**src/rtl/core/h3se_pkg.sv**
```systemverilog
// Package for the HTTP/3 response status extractor.
// Holds phase codes, the static status table and the result item type.
// No dependencies.
package h3se_pkg;

   localparam int FifoDepth = 4;

   typedef enum logic [2:0] {
      FR_TYPE  = 3'd0,
      FR_TYPEC = 3'd1,
      FR_LEN   = 3'd2,
      FR_LENC  = 3'd3,
      FR_HLEN  = 3'd4,
      FR_HLENC = 3'd5,
      FR_SKIP  = 3'd6,
      FR_HBODY = 3'd7
   } frame_phase_type;

   typedef enum logic [3:0] {
      FP_RIC       = 4'd0,
      FP_RIC_C     = 4'd1,
      FP_DB        = 4'd2,
      FP_DB_C      = 4'd3,
      FP_LINE      = 4'd4,
      FP_LINE_C    = 4'd5,
      FP_VLEN      = 4'd6,
      FP_VLEN_C    = 4'd7,
      FP_NAME_SKIP = 4'd8,
      FP_VAL_SKIP  = 4'd9,
      FP_VAL_KEEP  = 4'd10,
      FP_DONE_OK   = 4'd11,
      FP_DONE_FAIL = 4'd12
   } field_phase_type;

   localparam logic [1:0] KindIdx   = 2'd0;
   localparam logic [1:0] KindNref  = 2'd1;
   localparam logic [1:0] KindLname = 2'd2;

   typedef struct packed {
      logic [15:0] status_code;
      logic        failed;
   } result_type;

   typedef struct packed {
      logic        hit;
      logic [15:0] code;
   } status_hit_type;

   function automatic status_hit_type table_status(input logic [63:0] idx);
      status_hit_type r;
      r.hit = 1'b1;
      r.code = 16'd0;
      unique case (idx)
         64'd24: r.code = 16'd103;
         64'd25: r.code = 16'd200;
         64'd26: r.code = 16'd304;
         64'd27: r.code = 16'd404;
         64'd28: r.code = 16'd503;
         64'd63: r.code = 16'd100;
         64'd64: r.code = 16'd204;
         64'd65: r.code = 16'd206;
         64'd66: r.code = 16'd302;
         64'd67: r.code = 16'd400;
         64'd68: r.code = 16'd403;
         64'd69: r.code = 16'd421;
         64'd70: r.code = 16'd425;
         64'd71: r.code = 16'd500;
         default: r.hit = 1'b0;
      endcase
      return r;
   endfunction

endpackage

```
**src/rtl/core/http3_response_status_extractor_top.sv**
```systemverilog
// HTTP/3 response status extractor, top level.
// Depends on h3se_pkg, h3se_front and h3se_fifo.
//
// Usage: stream bytes go in on req_data_byte with req_last_byte marking the
// final byte of a buffer; an item is taken when push is high and full is low.
// Frame headers are parsed and the first HEADERS frame is decoded as a QPACK
// field section. Each buffer yields one result item: rsp_status_code with
// rsp_failed low, or rsp_failed high and a zero status.
// Throughput is one byte per cycle while full is low; the front part updates
// its state once per byte. A result is written into a four-entry queue at the
// edge that takes its causing byte and shows on the result ports once it heads
// the queue. full rises only while the queue holds four waiting items, so a
// stalled receiver stops input only after that many buffers are pending.
// Reset is synchronous and active high; it empties the queue and returns the
// parser to the start of a buffer.
module http3_response_status_extractor_top #(
   parameter int FifoDepth = h3se_pkg::FifoDepth
) (
   input  logic               clock,
   input  logic               reset,
   input  logic               push,
   output logic               full,
   input  logic [7:0]         req_data_byte,
   input  logic               req_last_byte,
   output logic               empty,
   input  logic               pop,
   output logic signed [15:0] rsp_status_code,
   output logic               rsp_failed
);

   logic                 res_valid;
   h3se_pkg::result_type res_data;
   h3se_pkg::result_type q_data;

   h3se_front u_front (
      .clock     (clock),
      .reset     (reset),
      .in_valid  (push && !full),
      .in_byte   (req_data_byte),
      .in_last   (req_last_byte),
      .res_valid (res_valid),
      .res_data  (res_data)
   );

   h3se_fifo #(.Depth(FifoDepth)) u_fifo (
      .clock   (clock),
      .reset   (reset),
      .wr_en   (res_valid),
      .wr_data (res_data),
      .full    (full),
      .empty   (empty),
      .rd_en   (pop),
      .rd_data (q_data)
   );

   assign rsp_status_code = q_data.status_code;
   assign rsp_failed = q_data.failed;

endmodule

```
**src/rtl/core/h3se_front.sv**
```systemverilog
// Front part: frame header parsing and QPACK field line decoding.
// Depends on h3se_pkg; produces at most one result item per buffer.
module h3se_front (
   input  logic                    clock,
   input  logic                    reset,
   input  logic                    in_valid,
   input  logic [7:0]              in_byte,
   input  logic                    in_last,
   output logic                    res_valid,
   output h3se_pkg::result_type    res_data
);

   h3se_pkg::frame_phase_type frame_ff, frame_in;
   logic [61:0] vacc_ff, vacc_in;
   logic [2:0]  vleft_ff, vleft_in;
   logic [61:0] fleft_ff, fleft_in;
   h3se_pkg::field_phase_type field_ff, field_in;
   logic [63:0] pacc_ff, pacc_in;
   logic [5:0]  shift_ff, shift_in;
   logic [2:0]  flags_ff, flags_in;
   logic [63:0] skip_ff, skip_in;
   logic [23:0] digits_ff, digits_in;
   logic [15:0] pend_ff, pend_in;
   logic        answered_ff, answered_in;

   logic [61:0] rem;
   logic [61:0] vnew;
   logic [63:0] v;
   logic [63:0] addend;
   logic        done_int;
   logic [3:0]  bits;
   logic [7:0]  maxv;
   logic [2:0]  which;
   logic        emit;
   logic        emit_ok;
   logic [15:0] huff_val;
   logic        huff_ok;
   logic [15:0] ascii_val;
   logic [15:0] newpend;
   logic [23:0] dnew;
   h3se_pkg::status_hit_type th;
   logic        is_name;

   always_comb begin
      frame_in = frame_ff;
      vacc_in = vacc_ff;
      vleft_in = vleft_ff;
      fleft_in = fleft_ff;
      field_in = field_ff;
      pacc_in = pacc_ff;
      shift_in = shift_ff;
      flags_in = flags_ff;
      skip_in = skip_ff;
      digits_in = digits_ff;
      pend_in = pend_ff;
      answered_in = answered_ff;
      emit = 1'b0;
      emit_ok = 1'b0;
      rem = fleft_ff - 62'd1;
      vnew = 62'd0;
      v = 64'd0;
      addend = 64'd0;
      done_int = 1'b0;
      bits = 4'd7;
      maxv = 8'h7f;
      which = 3'd0;
      huff_val = 16'd0;
      huff_ok = 1'b0;
      ascii_val = 16'd0;
      newpend = pend_ff;
      dnew = 24'd0;
      th = h3se_pkg::table_status(64'd0);
      is_name = 1'b0;
      if (in_valid && !answered_ff) begin
         if (frame_ff != h3se_pkg::FR_SKIP && frame_ff != h3se_pkg::FR_HBODY) begin
            if (!frame_ff[0]) begin
               vnew = {56'd0, in_byte[5:0]};
               vleft_in = 3'((4'd1 << in_byte[7:6]) - 4'd1);
               done_int = (vleft_in == 3'd0);
               if (!done_int) begin
                  frame_in = h3se_pkg::frame_phase_type'({frame_ff[2:1], 1'b1});
               end
            end else begin
               vnew = {vacc_ff[53:0], in_byte};
               vleft_in = vleft_ff - 3'd1;
               done_int = (vleft_in == 3'd0);
            end
            vacc_in = vnew;
            if (done_int) begin
               priority case (frame_ff[2:1])
                  2'd0: frame_in = (vnew == 62'd1) ? h3se_pkg::FR_HLEN : h3se_pkg::FR_LEN;
                  2'd1: begin
                     if (vnew == 62'd0) begin
                        frame_in = h3se_pkg::FR_TYPE;
                     end else begin
                        fleft_in = vnew;
                        frame_in = h3se_pkg::FR_SKIP;
                     end
                  end
                  default: begin
                     field_in = h3se_pkg::FP_RIC;
                     pacc_in = 64'd0;
                     shift_in = 6'd0;
                     flags_in = 3'd0;
                     skip_in = 64'd0;
                     digits_in = 24'd0;
                     pend_in = 16'd0;
                     if (vnew == 62'd0) begin
                        emit = 1'b1;
                        frame_in = h3se_pkg::FR_HLEN;
                     end else begin
                        fleft_in = vnew;
                        frame_in = h3se_pkg::FR_HBODY;
                     end
                  end
               endcase
            end
         end else if (frame_ff == h3se_pkg::FR_SKIP) begin
            fleft_in = rem;
            if (rem == 62'd0) begin
               frame_in = h3se_pkg::FR_TYPE;
            end
         end else begin
            fleft_in = rem;
            which = {1'b0, field_ff[2:1]};
            done_int = 1'b0;
            if (field_ff < h3se_pkg::FP_NAME_SKIP) begin
               if (!field_ff[0]) begin
                  bits = 4'd7;
                  if (field_ff == h3se_pkg::FP_RIC) begin
                     bits = 4'd8;
                  end else if (field_ff == h3se_pkg::FP_LINE) begin
                     priority if (in_byte[7]) begin
                        bits = 4'd6;
                        flags_in = {h3se_pkg::KindIdx, in_byte[6]};
                     end else if (in_byte[6]) begin
                        bits = 4'd4;
                        flags_in = {h3se_pkg::KindNref, in_byte[4]};
                     end else if (in_byte[5]) begin
                        bits = 4'd3;
                        flags_in = {h3se_pkg::KindLname, 1'b0};
                     end else if (in_byte[4]) begin
                        bits = 4'd4;
                        flags_in = {h3se_pkg::KindIdx, 1'b0};
                     end else begin
                        bits = 4'd3;
                        flags_in = {h3se_pkg::KindNref, 1'b0};
                     end
                  end else if (field_ff == h3se_pkg::FP_VLEN) begin
                     flags_in = {1'b0, in_byte[7], flags_ff[0]};
                  end
                  maxv = 8'((9'd1 << bits) - 9'd1);
                  v = {56'd0, in_byte & maxv};
                  shift_in = 6'd0;
                  done_int = ((in_byte & maxv) != maxv);
                  if (!done_int) begin
                     field_in = h3se_pkg::field_phase_type'({field_ff[3:1], 1'b1});
                  end
               end else begin
                  addend = {57'd0, in_byte[6:0]} << shift_ff;
                  v = pacc_ff + addend;
                  if (!in_byte[7]) begin
                     done_int = 1'b1;
                  end else begin
                     shift_in = shift_ff + 6'd7;
                     if (shift_in > 6'd56) begin
                        field_in = h3se_pkg::FP_DONE_FAIL;
                     end
                  end
               end
               pacc_in = v;
               if (done_int) begin
                  th = h3se_pkg::table_status(v);
                  is_name = th.hit;
                  unique case (which)
                     3'd0: field_in = h3se_pkg::FP_DB;
                     3'd1: field_in = h3se_pkg::FP_LINE;
                     3'd2: begin
                        priority case (flags_in[2:1])
                           h3se_pkg::KindIdx: begin
                              if (flags_in[0] && th.hit) begin
                                 pend_in = th.code;
                                 field_in = h3se_pkg::FP_DONE_OK;
                              end else begin
                                 field_in = h3se_pkg::FP_LINE;
                              end
                           end
                           h3se_pkg::KindNref: begin
                              flags_in = {2'd0, flags_in[0] && is_name};
                              field_in = h3se_pkg::FP_VLEN;
                           end
                           default: begin
                              flags_in = 3'd0;
                              if (v > {2'd0, rem}) begin
                                 field_in = h3se_pkg::FP_DONE_FAIL;
                              end else if (v == 64'd0) begin
                                 field_in = h3se_pkg::FP_VLEN;
                              end else begin
                                 skip_in = v;
                                 field_in = h3se_pkg::FP_NAME_SKIP;
                              end
                           end
                        endcase
                     end
                     default: begin
                        if (v > {2'd0, rem}) begin
                           field_in = h3se_pkg::FP_DONE_FAIL;
                        end else if (flags_in[0] &&
                                     (flags_in[1] ? v == 64'd2 : v == 64'd3)) begin
                           skip_in = v;
                           digits_in = 24'd0;
                           field_in = h3se_pkg::FP_VAL_KEEP;
                        end else if (v == 64'd0) begin
                           field_in = h3se_pkg::FP_LINE;
                        end else begin
                           skip_in = v;
                           field_in = h3se_pkg::FP_VAL_SKIP;
                        end
                     end
                  endcase
               end
            end else begin
               skip_in = skip_ff - 64'd1;
               priority case (field_ff)
                  h3se_pkg::FP_NAME_SKIP: begin
                     if (skip_in == 64'd0) field_in = h3se_pkg::FP_VLEN;
                  end
                  h3se_pkg::FP_VAL_SKIP: begin
                     if (skip_in == 64'd0) field_in = h3se_pkg::FP_LINE;
                  end
                  h3se_pkg::FP_VAL_KEEP: begin
                     dnew = {digits_ff[15:0], in_byte};
                     digits_in = dnew;
                     huff_ok = (dnew[15:11] <= 5'd9) && (dnew[10:6] <= 5'd9)
                               && (dnew[5:1] <= 5'd9);
                     huff_val = {11'd0, dnew[15:11]} * 16'd100
                                + {11'd0, dnew[10:6]} * 16'd10
                                + {11'd0, dnew[5:1]};
                     ascii_val = 16'({8'd0, dnew[23:16]} * 16'd100)
                                 + 16'({8'd0, dnew[15:8]} * 16'd10)
                                 + {8'd0, dnew[7:0]} - 16'd5328;
                     if (skip_in == 64'd0) begin
                        if (flags_ff[1]) begin
                           if (huff_ok) begin
                              pend_in = huff_val;
                              field_in = h3se_pkg::FP_DONE_OK;
                           end else begin
                              field_in = h3se_pkg::FP_LINE;
                           end
                        end else begin
                           pend_in = ascii_val;
                           field_in = h3se_pkg::FP_DONE_OK;
                        end
                     end
                  end
                  default: skip_in = skip_ff;
               endcase
            end
            if (rem == 62'd0) begin
               emit = 1'b1;
               emit_ok = (field_in == h3se_pkg::FP_DONE_OK);
            end
         end
         newpend = pend_in;
         if (emit) answered_in = 1'b1;
      end
      if (in_valid && in_last && !answered_ff && !emit) begin
         emit = 1'b1;
         emit_ok = 1'b0;
      end
      if (in_valid && in_last) begin
         frame_in = h3se_pkg::FR_TYPE;
         vacc_in = 62'd0;
         vleft_in = 3'd0;
         fleft_in = 62'd0;
         answered_in = 1'b0;
         field_in = h3se_pkg::FP_RIC;
         pacc_in = 64'd0;
         shift_in = 6'd0;
         flags_in = 3'd0;
         skip_in = 64'd0;
         digits_in = 24'd0;
         pend_in = 16'd0;
      end
   end

   assign res_valid = emit;
   assign res_data.status_code = emit_ok ? newpend : 16'd0;
   assign res_data.failed = !emit_ok;

   always_ff @(posedge clock) begin
      if (reset) begin
         frame_ff <= h3se_pkg::FR_TYPE;
         vacc_ff <= 62'd0;
         vleft_ff <= 3'd0;
         fleft_ff <= 62'd0;
         field_ff <= h3se_pkg::FP_RIC;
         pacc_ff <= 64'd0;
         shift_ff <= 6'd0;
         flags_ff <= 3'd0;
         skip_ff <= 64'd0;
         digits_ff <= 24'd0;
         pend_ff <= 16'd0;
         answered_ff <= 1'b0;
      end else begin
         frame_ff <= frame_in;
         vacc_ff <= vacc_in;
         vleft_ff <= vleft_in;
         fleft_ff <= fleft_in;
         field_ff <= field_in;
         pacc_ff <= pacc_in;
         shift_ff <= shift_in;
         flags_ff <= flags_in;
         skip_ff <= skip_in;
         digits_ff <= digits_in;
         pend_ff <= pend_in;
         answered_ff <= answered_in;
      end
   end

   ap_answer_once: assert property (@(posedge clock) disable iff (reset)
      (answered_ff && !(in_valid && in_last)) |-> !res_valid)
      else $error("result after answer");
   ap_fail_zero: assert property (@(posedge clock) disable iff (reset)
      (res_valid && res_data.failed) |-> (res_data.status_code == 16'd0))
      else $error("failed result carries status");
   ap_last_clears: assert property (@(posedge clock) disable iff (reset)
      (in_valid && in_last) |=> (!answered_ff && frame_ff == h3se_pkg::FR_TYPE))
      else $error("state not cleared after last item");

endmodule

```
**src/rtl/core/h3se_fifo.sv**
```systemverilog
// Result queue between the front part and the result port.
// Depends on h3se_pkg for the result item type.
module h3se_fifo #(
   parameter int Depth = h3se_pkg::FifoDepth
) (
   input  logic                 clock,
   input  logic                 reset,
   input  logic                 wr_en,
   input  h3se_pkg::result_type wr_data,
   output logic                 full,
   output logic                 empty,
   input  logic                 rd_en,
   output h3se_pkg::result_type rd_data
);

   localparam int Aw = (Depth > 1) ? $clog2(Depth) : 1;

   h3se_pkg::result_type mem_ff [Depth];
   logic [Aw-1:0] wp_ff, wp_in, rp_ff, rp_in;
   logic [Aw:0]   cnt_ff, cnt_in;
   logic          do_wr, do_rd;

   assign do_wr = wr_en && !full;
   assign do_rd = rd_en && !empty;
   assign full = (cnt_ff == (Aw+1)'(Depth));
   assign empty = (cnt_ff == '0);
   assign rd_data = mem_ff[rp_ff];

   always_comb begin
      wp_in = wp_ff;
      rp_in = rp_ff;
      if (do_wr) wp_in = (wp_ff == Aw'(Depth - 1)) ? '0 : wp_ff + 1'b1;
      if (do_rd) rp_in = (rp_ff == Aw'(Depth - 1)) ? '0 : rp_ff + 1'b1;
      cnt_in = cnt_ff + (Aw+1)'(do_wr) - (Aw+1)'(do_rd);
   end

   always_ff @(posedge clock) begin
      if (do_wr) mem_ff[wp_ff] <= wr_data;
   end

   always_ff @(posedge clock) begin
      if (reset) begin
         wp_ff <= '0;
         rp_ff <= '0;
         cnt_ff <= '0;
      end else begin
         wp_ff <= wp_in;
         rp_ff <= rp_in;
         cnt_ff <= cnt_in;
      end
   end

   ap_no_overflow: assert property (@(posedge clock) disable iff (reset)
      cnt_ff <= (Aw+1)'(Depth))
      else $error("queue count beyond depth");
   ap_count: assert property (@(posedge clock) disable iff (reset)
      (do_wr && !do_rd) |=> (cnt_ff == $past(cnt_ff) + 1'b1))
      else $error("queue count not advanced");
   ap_drain: assert property (@(posedge clock) disable iff (reset)
      (do_rd && !do_wr) |=> (cnt_ff == $past(cnt_ff) - 1'b1))
      else $error("queue count not reduced");

endmodule

```
**config.mk**
```make
export PLATFORM = sky130hd
export DESIGN_NAME = http3_response_status_extractor_top
export DESIGN_NICKNAME = d
export VERILOG_FILES = /design/src/rtl/core/h3se_pkg.sv /design/src/rtl/core/http3_response_status_extractor_top.sv /design/src/rtl/core/h3se_front.sv /design/src/rtl/core/h3se_fifo.sv
export SDC_FILE = /design/constraint.sdc
export NUM_CORES = 2
export LEC_CHECK = 0
export CORE_MARGIN = 5
export CORE_UTILIZATION = 46
export CTS_CLUSTER_SIZE = 40
export DETAILED_ROUTE_END_ITERATION = 12
export DONT_BUFFER_PORTS = 1
export GPL_TIMING_DRIVEN = 0
export PLACE_DENSITY = 0.72
export SYNTH_ARGS = -nofsm -noshare
export SYNTH_HDL_FRONTEND = slang
export SYNTH_SLANG_ARGS = --single-unit
export TNS_END_PERCENT = 1
```
**constraint.sdc**
```tcl
create_clock -name clock -period 6.64 [get_ports clock]
set_clock_uncertainty 0.15 [all_clocks]
set_input_delay 0.332 -clock clock [delete_from_list [all_inputs] [get_ports clock]]
set_output_delay 0.332 -clock clock [all_outputs]
set_load 0.005 [all_outputs]
```
==> summary.md <==
| Metric | Value |
|---|---|
| Status | `finished, violations left` |
| Failing checks | `negative setup slack` |
| Met3 usage | `8.32%` |
| Avg WL per Cell | `25.1 um` |
| Clock period minus worst slack | `7.57 ns` |
| Fmax | `132 MHz` |
| PD cells | `159 mW/mm2` |
| Rows | `94` |
| EDFF count, synth | `68` |
| Number of fill cells | `6,178` |
| Sink Count | `373` |
| Buffers on Ports | `0` |
| Max-cap violations | `0` |
| Die area | `0.0721 mm2` |
| Multi-input gate area | `0.0234 mm2` |
| Leak | `14.0 nW` |
| Synthesized area | `0.0308 mm2` |
| Synthesis-to-layout area growth | `21.1%` |
| CP peak stage delay | `0.51 ns` |
| Setup slack after layout | `-0.933 ns` |
| Count leader, synth | `nor2_1` |
| Die W | `269 um` |
| DPL Wire Length | `95.6 mm` |
| Post-DR vias/cell | `6.62` |
| Final period util | `114%` |
| H-tree depth | `2` |
| Ranking of synthesized cells by area | `dfxtp_1 (20%), ha_1 (9.9%), edfxtp_1 (6.6%)` |
| Final Setup Violations | `154` |
| Register-to-Register Setup Slack | `-0.93 ns` |
| Clk slew on worst S/H paths | `0.06 ns` |
| Vias in the first global route | `31,700` |
| CTS Buf Count | `44` |
| Sequential-to-total area share from yosys stat | `26.5%` |
| Slew margin rel. | `10.6%` |
| Initial antenna violation count | `8` |
| Largest net degree at the start of global routing | `18` |
| Syn Area/Cell | `7.59 um2` |
| Synth top area share | `19.8%` |
| Worst Hold Class | `primary input to register` |
| VDD IR-drop max | `0.159 mV` |
| Reg area | `0.00816 mm2` |
| I/O pin total | `32` |
| Reg2Reg Depth | `31` |
| Max Slew Vio Count | `0` |
| Share of cells above drive strength 1 | `16.8%` |
| Critical path's top delay family | `simple AND/OR/NAND/NOR gates` |
| Crit-path most repeated cell | `nor3_4` |
| Die Ht | `269 um` |
| Initial cell density of the core | `46.5%` |
| Startpoint Class | `register` |
| Area leader, netlist | `dfxtp_1` |
| First DRT Iteration DRCs | `4,003` |
| Post-Place Cell Area | `0.0320 mm2` |
| Hold path startpoint | `req_data_byte[0]` |
| Post-detailed-route count of antenna-violating nets | `0` |
| CTS Root Buffer Type | `clkbuf_16` |
| Worst Hold Depth | `5` |
| Global-route wire length before repair | `192 mm` |
| Routing usage on met1 | `43.9%` |
| Crit path max fanout | `8` |
| CP endpoint kind | `register` |
| CTS Buffer Depth | `3` |
| Vias | `34,000` |
| Worst Path Arrival | `7.78 ns` |
| R2R Path End | `u_fifo.mem_ff[3][1]` |
| Worst Path Required | `6.85 ns` |
| Worst-Skew Late Latency | `0.58 ns` |
| Main synth FF type | `dfxtp_1` |
| GRT Util Overall | `34.2%` |
| Gate Count Post-Synth | `4,054` |
| Grt ovf | `0` |
| Post-synth ARST share | `0%` |
| Actual slew at the worst max-slew pin | `1.34 ns` |
| Netlist cell types | `109` |
| DRT Wirelength | `129 mm` |
| RR Startpoint | `u_front.shift_ff[1]` |
| Met2 usage | `52.1%` |
| WS Path Type | `register to register` |
| Core area | `0.0661 mm2` |
| Fin. Hold Viols | `0` |
| First drt pass iteration count | `9` |
| Yosys reg bits | `373` |
| CP Buf/Inv Count | `5` |
| # nets final | `4,500` |
| Dpl ws | `-3.38 ns` |
| RSZ-0062 raised after global routing | `yes` |
| # DRC | `0` |
| Yosys Warn Count | `0` |
| Post-Layout Inst Area | `0.0373 mm2` |
| Most frequent cells after synthesis | `nor2_1 (419), nand2_1 (408), a21oi_1 (369), o21ai_0 (310), dfxtp_1 (305)` |
| Placer Congestion | `1.04` |
| Layer with the highest usage | `met2` |
| Slowest cell on the critical path | `or4_4` |
| CTS tree | `done` |
| Hold Path End | `u_front.answered_ff` |
==> cells by family after synthesis <==
family,Yosys count,synth area share (%)
other,1,0.0122
AOI/OAI and AO/OA,1208,24.8
adders and majority gates,263,11.1
buffers and inverters,422,5.32
and+or+nand+nor,1554,24.7
muxes,49,2.31
DFF,373,26.5
xor gates and xnor gates,184,5.29
==> through the flow <==
step                      hold WS [ns]  power [mW]  setup TNS (ns)  instances  utilization [%]
after detailed placement         0.301        3.36         -523.41       4921             48.5
after CTS                      0.00624        5.90          -50.45       5095             55.4
after global routing            0.0601        6.11         -117.78       5122             56.3
final                           0.0312        5.93          -91.96       5128             56.4
after floorplan                  0.282        3.08               0       4055                -
after global placement           0.289        3.35         -640.86       4919             48.4
==> power breakdown <==
part / internal (mW) / switching [mW] / leakage [nW]
clock: 1.50 / 1.05 / 0.708
sequential: 2.34 / 0.0302 / 3.14
combinational: 0.321 / 0.681 / 10.2
==> metal layers <==
| metal | vias to the layer above | share of wire [%] |
|---|---|---|
| li1 | 15300 | - |
| met1 | 16000 | 39 |
| met2 | 2134 | 42 |
| met3 | 542 | 12 |
| met4 | 2 | 7.4 |
| met5 | - | 0.010 |
==> state kept, by name (all words and copies together), names as in the netlist, 3 cells and up, named ones only <==
signal and count:
u_front.fleft_ff 62, u_front.field_ff 4, u_front.vleft_ff 3, u_front.skip_ff 64, u_front.frame_ff 3, u_front.shift_ff 6, u_front.pend_ff 16, u_front.vacc_ff 54
u_front.flags_ff 3, u_fifo.cnt_ff 3, u_front.pacc_ff 64, u_fifo.mem_ff 68, u_front.digits_ff 16
==> layout make-up <==
cell class              instances  share of cell area [%]
flip-flops and latches        373                    21.9
repair buffers                154                    3.37
well taps                     864                    2.90
clock inverters                25                   0.846
clock buffers                  53                    3.15
plain buffers                 246                    3.42
multi-input cells            3260                    62.9
diodes                          6                  0.0403
inverters                     147                    1.51
==> worst max path at each step <==
stage                             start                   to  slack (ns)  cells past startpoint
floorplan           u_front.shift_ff[0]  u_fifo.mem_ff[0][0]       0.006                     30
global placement       req_data_byte[2]  u_front.skip_ff[24]       -4.47                     31
detailed placement     req_data_byte[2]  u_front.skip_ff[28]       -3.38                     31
CTS                 u_front.shift_ff[0]  u_fifo.mem_ff[3][1]       -0.68                     34
global route        u_front.shift_ff[1]  u_fifo.mem_ff[3][1]       -1.07                     30
finish              u_front.shift_ff[1]  u_fifo.mem_ff[3][1]       -0.93                     31
==> tightest hold or removal path, stage by stage <==
cell and delay [ns]:
nor2_1 0.03, inv_1 0.08, o22ai_1 0.12, nor2_1 0.10
nor2_1 0.04
==> cell usage in the layout, fill, tap and decap left out, types with 21 or more instances in the layout <==
| cell type | Yosys | final |
|---|---|---|
| nand2_1 | 408 | 391 |
| nor2_1 | 419 | 384 |
| a21oi_1 | 369 | 306 |
| dfxtp_1 | 305 | 301 |
| o21ai_0 | 310 | 259 |
| ha_1 | 244 | 210 |
| clkbuf_1 | 236 | 181 |
| nand3_1 | 160 | 158 |
| inv_1 | 145 | 143 |
| buf_4 | 1 | 139 |
| nor3_1 | 140 | 108 |
| xnor2_1 | 96 | 94 |
| xor2_1 | 87 | 85 |
| nand4_1 | 78 | 78 |
| o211ai_1 | 74 | 74 |
| a22oi_1 | 74 | 70 |
| edfxtp_1 | 68 | 68 |
| nor4_1 | 68 | 59 |
| clkbuf_16 | 0 | 46 |
| a21o_1 | 45 | 44 |
| a311oi_1 | 46 | 44 |
| a21oi_2 | 1 | 39 |
| nand2b_1 | 40 | 38 |
| or3_1 | 37 | 34 |
| o21a_1 | 32 | 29 |
| and3_1 | 28 | 27 |
| nor2_2 | 3 | 26 |
| a21oi_4 | 0 | 25 |
| o211a_1 | 24 | 24 |
| nor2b_1 | 29 | 24 |
| o21ai_2 | 0 | 23 |
| o21ai_1 | 3 | 22 |
| ha_4 | 0 | 22 |
| nor3_4 | 0 | 21 |
| nor2_4 | 9 | 21 |
==> repair_timing <==
| action | CTS | global route |
|---|---|---|
| setup endpoints to repair | 239 | 235 |
| buffers inserted | 120 | 27 |
| gates cloned | 1 | 1 |
| gates resized for setup | 540 | 97 |
| endpoints found under the hold margin | 7 | 0 |
| hold buffers | 2 | 0 |
| pin swaps | 145 | 92 |
(Power assumes the default switching activity.)
